File: src/rtl/lmep_pkg.sv
// Types and constants shared by the list-mode event record parser.
package lmep_pkg;

   localparam logic KIND_EVENT  = 1'b0;
   localparam logic KIND_SAMPLE = 1'b1;

   localparam int MASK_RAW   = 0;
   localparam int MASK_CAL   = 1;
   localparam int MASK_SHORT = 2;
   localparam int MASK_WAVE  = 3;

   localparam int FLAG_PILEUP = 0;
   localparam int FLAG_SAT    = 1;

   localparam logic [5:0] POS_CHANNEL = 6'd2;
   localparam logic [5:0] POS_TIME    = 6'd4;
   localparam logic [5:0] POS_TS_LAST = 6'd11;
   localparam logic [5:0] POS_RAW     = 6'd12;
   localparam logic [5:0] LEN_RAW     = 6'd2;
   localparam logic [5:0] LEN_CAL     = 6'd8;
   localparam logic [5:0] LEN_SHORT   = 6'd2;
   localparam logic [5:0] LEN_FLAGS   = 6'd4;
   localparam logic [5:0] LEN_WAVE    = 6'd5;

   localparam logic [10:0] PS_PER_NS = 11'd1000;
   localparam logic [22:0] NS_RECIP  = 23'd4294967;

   typedef struct packed {
      logic        kind;
      logic [15:0] board;
      logic [15:0] channel;
      logic [63:0] timestamp_ps;
      logic [54:0] timestamp_ns;
      logic [15:0] value;
      logic [63:0] cal_pattern;
      logic [15:0] short_gate;
      logic [2:0]  status;
      logic [31:0] trace_length;
      logic        last;
   } rsp_type;

   typedef struct packed {
      logic        start;
      logic [63:0] time_ps;
   } div_req_type;

endpackage

File: src/rtl/lmep_parse.sv
// Record field assembly, trace sample pairing and result formation.
module lmep_parse
   import lmep_pkg::*;
(
   input  logic        clock,
   input  logic        reset,
   input  logic        accept,
   input  logic [7:0]  data_byte,
   input  logic        restart,
   input  logic [3:0]  field_mask,
   input  logic [54:0] ns,
   output logic        res_valid,
   output rsp_type     res,
   output div_req_type div_req
);

   logic [5:0]  pos_ff, pos_in;
   logic        in_trace_ff, in_trace_in;
   logic [31:0] left_ff, left_in;
   logic [7:0]  low_ff, low_in;
   logic [63:0] prev_ff, prev_in;
   logic [15:0] board_ff, board_in;
   logic [15:0] channel_ff, channel_in;
   logic [63:0] time_ff, time_in;
   logic [15:0] raw_ff, raw_in;
   logic [63:0] cal_ff, cal_in;
   logic [15:0] short_ff, short_in;
   logic [1:0]  flag_ff, flag_in;
   logic [31:0] count_ff, count_in;

   logic        trace_now;
   logic [5:0]  p, p_next, o_cal, o_short, o_flags, o_wave, end_pos;
   logic [5:0]  off, off_cnt;
   logic [31:0] left_dec, tlen;
   logic        clr;

   always_comb begin
      pos_in      = pos_ff;
      in_trace_in = in_trace_ff;
      left_in     = left_ff;
      low_in      = low_ff;
      prev_in     = prev_ff;
      board_in    = board_ff;
      channel_in  = channel_ff;
      time_in     = time_ff;
      raw_in      = raw_ff;
      cal_in      = cal_ff;
      short_in    = short_ff;
      flag_in     = flag_ff;
      count_in    = count_ff;
      res_valid   = 1'b0;
      res         = '0;
      trace_now   = in_trace_ff & ~restart;
      p           = restart ? 6'd0 : pos_ff;
      p_next      = p + 6'd1;
      clr         = (p == 6'd0);
      o_cal       = POS_RAW + (field_mask[MASK_RAW] ? LEN_RAW : 6'd0);
      o_short     = o_cal + (field_mask[MASK_CAL] ? LEN_CAL : 6'd0);
      o_flags     = o_short + (field_mask[MASK_SHORT] ? LEN_SHORT : 6'd0);
      o_wave      = o_flags + LEN_FLAGS;
      end_pos     = o_wave + (field_mask[MASK_WAVE] ? LEN_WAVE : 6'd0);
      off         = '0;
      off_cnt     = '0;
      left_dec    = left_ff - 32'd1;
      tlen        = '0;
      div_req.start   = accept & ~trace_now & (p == POS_TS_LAST);
      div_req.time_ps = time_ff;
      if (accept) begin
         if (trace_now) begin
            if (!pos_ff[0]) begin
               low_in = data_byte;
               pos_in = 6'd1;
            end else begin
               left_in = left_dec;
               pos_in  = 6'd0;
               if (left_dec == '0) begin
                  in_trace_in = 1'b0;
               end
               res_valid        = 1'b1;
               res.kind         = KIND_SAMPLE;
               res.board        = board_ff;
               res.channel      = channel_ff;
               res.timestamp_ps = time_ff;
               res.timestamp_ns = ns;
               res.value        = {data_byte, low_ff};
               res.last         = (left_dec == '0);
            end
         end else begin
            in_trace_in = 1'b0;
            if (clr) begin
               board_in   = '0;
               channel_in = '0;
               time_in    = '0;
               raw_in     = '0;
               cal_in     = '0;
               short_in   = '0;
               flag_in    = '0;
               count_in   = '0;
            end
            priority if (p < POS_CHANNEL) begin
               board_in = board_in | ({8'b0, data_byte} << {p[0], 3'b0});
            end else if (p < POS_TIME) begin
               off        = p - POS_CHANNEL;
               channel_in = channel_in | ({8'b0, data_byte} << {off[0], 3'b0});
            end else if (p < POS_RAW) begin
               off     = p - POS_TIME;
               time_in = time_in | ({56'b0, data_byte} << {off[2:0], 3'b0});
            end else if (p < o_cal) begin
               off    = p - POS_RAW;
               raw_in = raw_in | ({8'b0, data_byte} << {off[0], 3'b0});
            end else if (p < o_short) begin
               off    = p - o_cal;
               cal_in = cal_in | ({56'b0, data_byte} << {off[2:0], 3'b0});
            end else if (p < o_flags) begin
               off      = p - o_short;
               short_in = short_in | ({8'b0, data_byte} << {off[0], 3'b0});
            end else if (p < o_wave) begin
               off = p - o_flags;
               if (off == 6'd0 && data_byte[7]) begin
                  flag_in[FLAG_SAT] = 1'b1;
               end
               if (off == 6'd1) begin
                  if (data_byte[7]) begin
                     flag_in[FLAG_PILEUP] = 1'b1;
                  end
                  if (data_byte[2]) begin
                     flag_in[FLAG_SAT] = 1'b1;
                  end
               end
            end else if (p < end_pos) begin
               off = p - o_wave;
               if (off != 6'd0) begin
                  off_cnt  = off - 6'd1;
                  count_in = count_in | ({24'b0, data_byte} << {off_cnt[1:0], 3'b0});
               end
            end else begin
               off = '0;
            end
            if (p_next < end_pos) begin
               pos_in = p_next;
            end else begin
               tlen    = field_mask[MASK_WAVE] ? count_in : 32'd0;
               prev_in = time_in;
               pos_in  = 6'd0;
               if (tlen != '0) begin
                  in_trace_in = 1'b1;
                  left_in     = tlen;
               end
               res_valid        = 1'b1;
               res.kind         = KIND_EVENT;
               res.board        = board_in;
               res.channel      = channel_in;
               res.timestamp_ps = time_in;
               res.timestamp_ns = ns;
               res.value        = raw_in;
               res.cal_pattern  = cal_in;
               res.short_gate   = short_in;
               res.status       = {time_in < prev_ff, flag_in};
               res.trace_length = tlen;
               res.last         = (tlen == '0);
            end
         end
      end
   end

   always_ff @(posedge clock) begin
      if (reset) begin
         pos_ff      <= '0;
         in_trace_ff <= 1'b0;
         left_ff     <= '0;
         low_ff      <= '0;
         prev_ff     <= '0;
         board_ff    <= '0;
         channel_ff  <= '0;
         time_ff     <= '0;
         raw_ff      <= '0;
         cal_ff      <= '0;
         short_ff    <= '0;
         flag_ff     <= '0;
         count_ff    <= '0;
      end else begin
         pos_ff      <= pos_in;
         in_trace_ff <= in_trace_in;
         left_ff     <= left_in;
         low_ff      <= low_in;
         prev_ff     <= prev_in;
         board_ff    <= board_in;
         channel_ff  <= channel_in;
         time_ff     <= time_in;
         raw_ff      <= raw_in;
         cal_ff      <= cal_in;
         short_ff    <= short_in;
         flag_ff     <= flag_in;
         count_ff    <= count_in;
      end
   end

endmodule

File: config.mk
export PLATFORM = sky130hd
export DESIGN_NAME = lmep_parse
export DESIGN_NICKNAME = d
export VERILOG_FILES = /design/src/rtl/lmep_pkg.sv /design/src/rtl/lmep_parse.sv
export SDC_FILE = /design/constraint.sdc
export NUM_CORES = 1
export LEC_CHECK = 0
export ABC_AREA = 0
export BUFFER_PORTS_ARGS = -buffer_cell sky130_fd_sc_hd__clkbuf_2
export CAP_MARGIN = 20
export CORE_MARGIN = 5
export CORE_UTILIZATION = 60
export CTS_CLUSTER_SIZE = 28
export DETAILED_ROUTE_END_ITERATION = 12
export PLACE_DENSITY_LB_ADDON = 0.05
export SKIP_CTS_REPAIR_TIMING = 1
export SYNTH_ARGS = -nofsm -noshare
export SYNTH_HDL_FRONTEND = slang
export SYNTH_SLANG_ARGS = --single-unit
export TNS_END_PERCENT = 1
File: constraint.sdc
create_clock -name clock -period 9.2 [get_ports clock]
set_input_delay 1.84 -clock clock [delete_from_list [all_inputs] [get_ports clock]]
set_output_delay 1.84 -clock clock [all_outputs]
set_load 0.005 [all_outputs]
## Word-level counts from Yosys, hierarchy flattened

Cells that the tools add are included.

- Flip-flop bits (word level): 337
- Input port bits: 71
- Output and inout port bits: 350

- Order comparisons: 10
- Shifts and indexed selects: 7
- $add $sub $neg: 15
- Reductions and logical operators: 13
- Bitwise operators: 14
- Multiplexer cells: 98
- Equal/unequal tests: 5

Operators by type and width:

| cell | count |
|---|---|
| $mux W64 | 16 |
| $mux W32 | 19 |
| $mux W16 | 25 |
| $mux W168 | 2 |
| $mux W284 | 1 |
| $mux W283 | 1 |
| $or A64 B64 Y64 | 2 |
| $shl A8 B6 Y64 | 2 |
| $mux W115 | 1 |
| $logic_not A32 Y1 | 2 |
| $lt A64 B64 Y1 | 1 |
| $or A16 B16 Y16 | 4 |
| $shl A8 B4 Y16 | 4 |
| $or A32 B32 Y32 | 1 |
| $reduce_bool A32 Y1 | 1 |
| $shl A8 B5 Y32 | 1 |
| $sub A32 B1 Y32 const B | 1 |
| $lt A6 B6 Y1 | 5 |
| $mux W2 | 13 |
| $mux W6 | 3 |
| $mux W1 | 15 |
| $logic_not A6 Y1 | 2 |
| $sub A6 B6 Y6 | 2 |
| $reduce_and A3 Y1 | 3 |
| 28 further kinds | 35 |

## Longest topological paths before layout

- Depth after elaboration: 25
- Depth in mapped cells: 20

## Least setup slack after synthesis

OpenSTA, ideal clock, no wires.

- Path kind: in2out
- Start point: input port restart
- End point: output port res[35] (netlist bit)
- Cell stages on the path: 20
- Setup slack: 1.744 ns
- Required time: 7.360 ns
- Arrival: 5.616 ns
- Path buffers: 5
- Cells stage by stage: buf_4 -> buf_2 -> clkbuf_1 -> nand2b_1 -> ha_1 -> o21ai_1 -> clkbuf_1 -> clkbuf_1 -> a22oi_1 -> inv_1 -> ha_1 -> a21o_1 -> a21o_1 -> a21o_1 -> a21o_1 -> a21oi_1 -> o32ai_1 -> o21ai_0 -> or4b_1 -> a31oi_1

RTL lines:

| what | RTL line | text |
|---|---|---|
| from (decl) | lmep_parse.sv:9 | `input logic restart,` |
| to (decl) | lmep_parse.sv:13 | `output rsp_type res,` |

==> metrics.md <==
| Metric | Value |
|---|---|
| Final cycle utilization of the critical path | `0.897` |
| Worst Reg-to-Reg Cells | `16` |
| Crit path max-delay cell type | `buf_4` |
| Area growth syn-to-layout | `17.1%` |
| Clock root cell | `clkbuf_16` |
| Gr ovfl total | `0` |
| Largest family of logic cells by synthesized area | `compound AO/OA/AOI/OAI gates` |
| WS Path Type | `input pin to output pin` |
| CP delay by family, top | `buffers and inverters` |
| Placement Rows | `66` |
| Latest clock arrival within the worst-skew pair | `540 ps` |
| Worst Tran Pin Value | `1110 ps` |
| Drt pass-1 iters | `7` |
| Clock buffer depth | `3` |
| Clk slew on worst S/H paths | `60 ps` |
| Via count | `21.7k` |
| Fillcell total | `2854` |
| Synth Net Count | `2814` |
| Final core utilization | `0.711` |
| Most common cell after layout, fill and taps aside | `nor2_1` |
| RSZ-0062 raised after global routing | `false` |
| Crit-path max FO | `73` |
| Synth Instances | `2650` |
| Adder-Cell Fraction of Synth Area | `0.0593` |
| Setup violators final | `0` |
| Multi-input gate area | `11600 sq um` |
| R2R Path End | `pos_ff[3]` |
| Post-synth EDFFs | `0` |
| Reg area | `6750 sq um` |
| Power per Cell Area | `144 nW/um^2` |
| Hold Crit Class | `flip-flop to flip-flop` |
| Final ANT Viol Nets | `0` |
| Die Area | `36600 sq um` |
| Count of cell types in the netlist | `86` |
| Placer Congestion | `0.970` |
| CP arrival | `6410 ps` |
| Synth Flop Type | `dfxtp_1` |
| Vias in the first global route | `19.9k` |
| CTS sink count | `337` |
| Total GRT Usage | `0.383` |
| DIE HEIGHT | `191 um` |
| Buf/Inv on CP | `6` |
| Setup_tns | `0 ps` |
| Worst Hold End | `cal_ff[20]` |
| Minimum clock period | `8250 ps` |
| Final nets | `3086` |
| Antenna violations before repair | `1` |
| Hold Violations, Final | `0` |
| Register area share after synthesis | `0.342` |
| R2R Setup Slk | `4220 ps` |
| Max incr delay on CP | `690 ps` |
| Port Buffer Count | `420` |
| Core area | `32500 sq um` |
| HP Start | `cal_ff[20]` |
| Critical Path RT | `7360 ps` |
| Crit-path cells | `clkbuf_2 > nand2b_4 > inv_2 > ha_1 > xnor2_1 > ha_1 > o21ai_0 > o21bai_1 > a211oi_1 > o32ai_1 > buf_4 > o21ai_4 > buf_4 > inv_1 > a21oi_1 > nor2b_1 > a22o_1 > clkbuf_2` |
| Relative slew margins | `0.257` |
| Compound-Gate Fraction of Synth Area | `0.283` |
| Pin count of the biggest net entering global routing | `112` |
| # DRC | `0` |
| Setup crit start kind | `input pin` |
| Reported max-cap violation count | `0` |
| Status | `finished, final reports clean` |
| Initial DRC count | `2715` |
| DR WL/cell | `21.9 um` |
| Final Power | `3.33 mW` |
| Worst vdd ir | `120 uV` |
| Syn avg cell area | `7.45 sq um` |
| DRT Wirelength | `74.1 mm` |
| Static Leak | `10.3 nW` |
| Netlist Area Pre-Place | `19700 sq um` |
| CTS tree | `yes` |
| Ys async rst share | `0` |
| CP endpoint kind | `output pin` |
| Mux cell area share after synthesis | `0.00729` |
| First-pass GRT wire length | `112 mm` |
| Maximum clock rate | `121 MHz` |
| Initial Utilization | `0.607` |
| FF+latch count, synth | `337` |
| Xor/xnor share of the synthesized area | `0.0101` |
| Via density per instance | `6.40` |
| Syn. warnings | `0` |
| DP HPWL | `51.4 mm` |
| Layout cells sized above 1 | `0.192` |
| Reg-to-reg critical path startpoint | `pos_ff[0]` |
| Most frequent cells in the layout | `nor2_1 (430), clkbuf_2 (419), dfxtp_1 (337), a21oi_1 (271), nand2_1 (244)` |
| CTS HTree Levels | `2` |
| Clock Skews | `19.4 ps` |
| Top-level port count | `421` |
| Max-slew violations | `0` |
| X dimension of the die | `191 um` |
| CTS Buf Count | `37` |
| Hold path depth | `2` |
| Simple logic cell fraction of the synthesized area | `0.223` |
## kinds of logic (layout without fill, tap and decap cells)
| family | Yosys count | in the layout |
|---|---|---|
| adder cells (fa/ha/maj) | 93 | 93 |
| flip-flops | 337 | 337 |
| XOR/XNOR | 22 | 22 |
| AND/OR/NAND/NOR | 967 | 967 |
| other | 0 | 1 |
| multiplexers | 14 | 14 |
| AO/OA/AOI/OAI | 832 | 832 |
| buffers and inverters | 385 | 683 |
## tightest hold or removal path: stages, from the launching register on
cell and delay [ps]:
dfxtp_1 310, nand2_1 50, a21oi_1 50
## Yosys cell counts, types with 31 or more instances
| cell type | count | area [sq um] |
|---|---|---|
| a211oi_1 | 71 | 533 |
| nor2_1 | 431 | 1620 |
| inv_1 | 146 | 548 |
| clkbuf_1 | 205 | 769 |
| o21ai_0 | 51 | 255 |
| ha_1 | 92 | 1150 |
| dfxtp_1 | 337 | 6750 |
| and2_1 | 82 | 513 |
| a21o_1 | 96 | 721 |
| a21oi_1 | 271 | 1360 |
| nand2_1 | 245 | 920 |
| nand3_1 | 39 | 195 |
| nor3_1 | 31 | 155 |
| a22oi_1 | 189 | 1420 |
## sequential cells by signal (all words and copies together) (netlist names), 16 cells and up
register    cells
raw_ff         16
cal_ff         64
count_ff       32
left_ff        32
board_ff       16
short_ff       16
time_ff        64
prev_ff        64
channel_ff     16
## through the flow
| stage | instance area (sq um) | setup slack, ps | hold WS (ps) | std cells |
|---|---|---|---|---|
| 5_1_grt | 23100 | 737 | 469 | 3390 |
| 3_5_place_dp | 21900 | 1080 | 447 | 3323 |
| 4_1_cts | 23100 | 1080 | 454 | 3388 |
| 3_3_place_gp | 21900 | 1180 | 441 | 3323 |
| 2_1_floorplan | 19700 | 1740 | 437 | 2650 |
| 6_report | 23100 | 949 | 456 | 3391 |
## worst max path at each step
stage	startpoint	endpoint	slack, ps	depth (start not counted)
6_report	restart	res[125]	950	18
3_3_place_gp	restart	res[130]	1180	18
4_1_cts	restart	res[125]	1080	18
5_1_grt	restart	res[125]	740	18
2_1_floorplan	restart	res[35]	1740	20
3_5_place_dp	restart	res[125]	1080	18
## routing by layer
metal	global-route usage	up-vias	share of wire
met1	0.522	10200	0.39
met2	0.569	1429	0.43
met5	0	-	0.00019
li1	-	9847	-
met4	0.180	2	0.052
met3	0.0984	253	0.13
## where the power goes
group | leakage, nW | switching, mW | internal, mW
Combinational | 6.97 | 0.220 | 0.0930
Clock | 0.601 | 0.633 | 0.889
Sequential | 2.73 | 0.0220 | 1.48
Total | 10.3 | 0.875 | 2.46
## area by class of cell
cell class | instances | share of cell area
Antenna cell | 1 | 0.000108
Clock buffer | 52 | 0.0455
Clock inverter | 13 | 0.00730
Inverter | 150 | 0.0243
Multi-Input combinational cell | 1928 | 0.499
Sequential cell | 337 | 0.292
Tap cell | 442 | 0.0239
Timing Repair Buffer | 468 | 0.108
No activity file was read; power rests on OpenSTA's default activity.
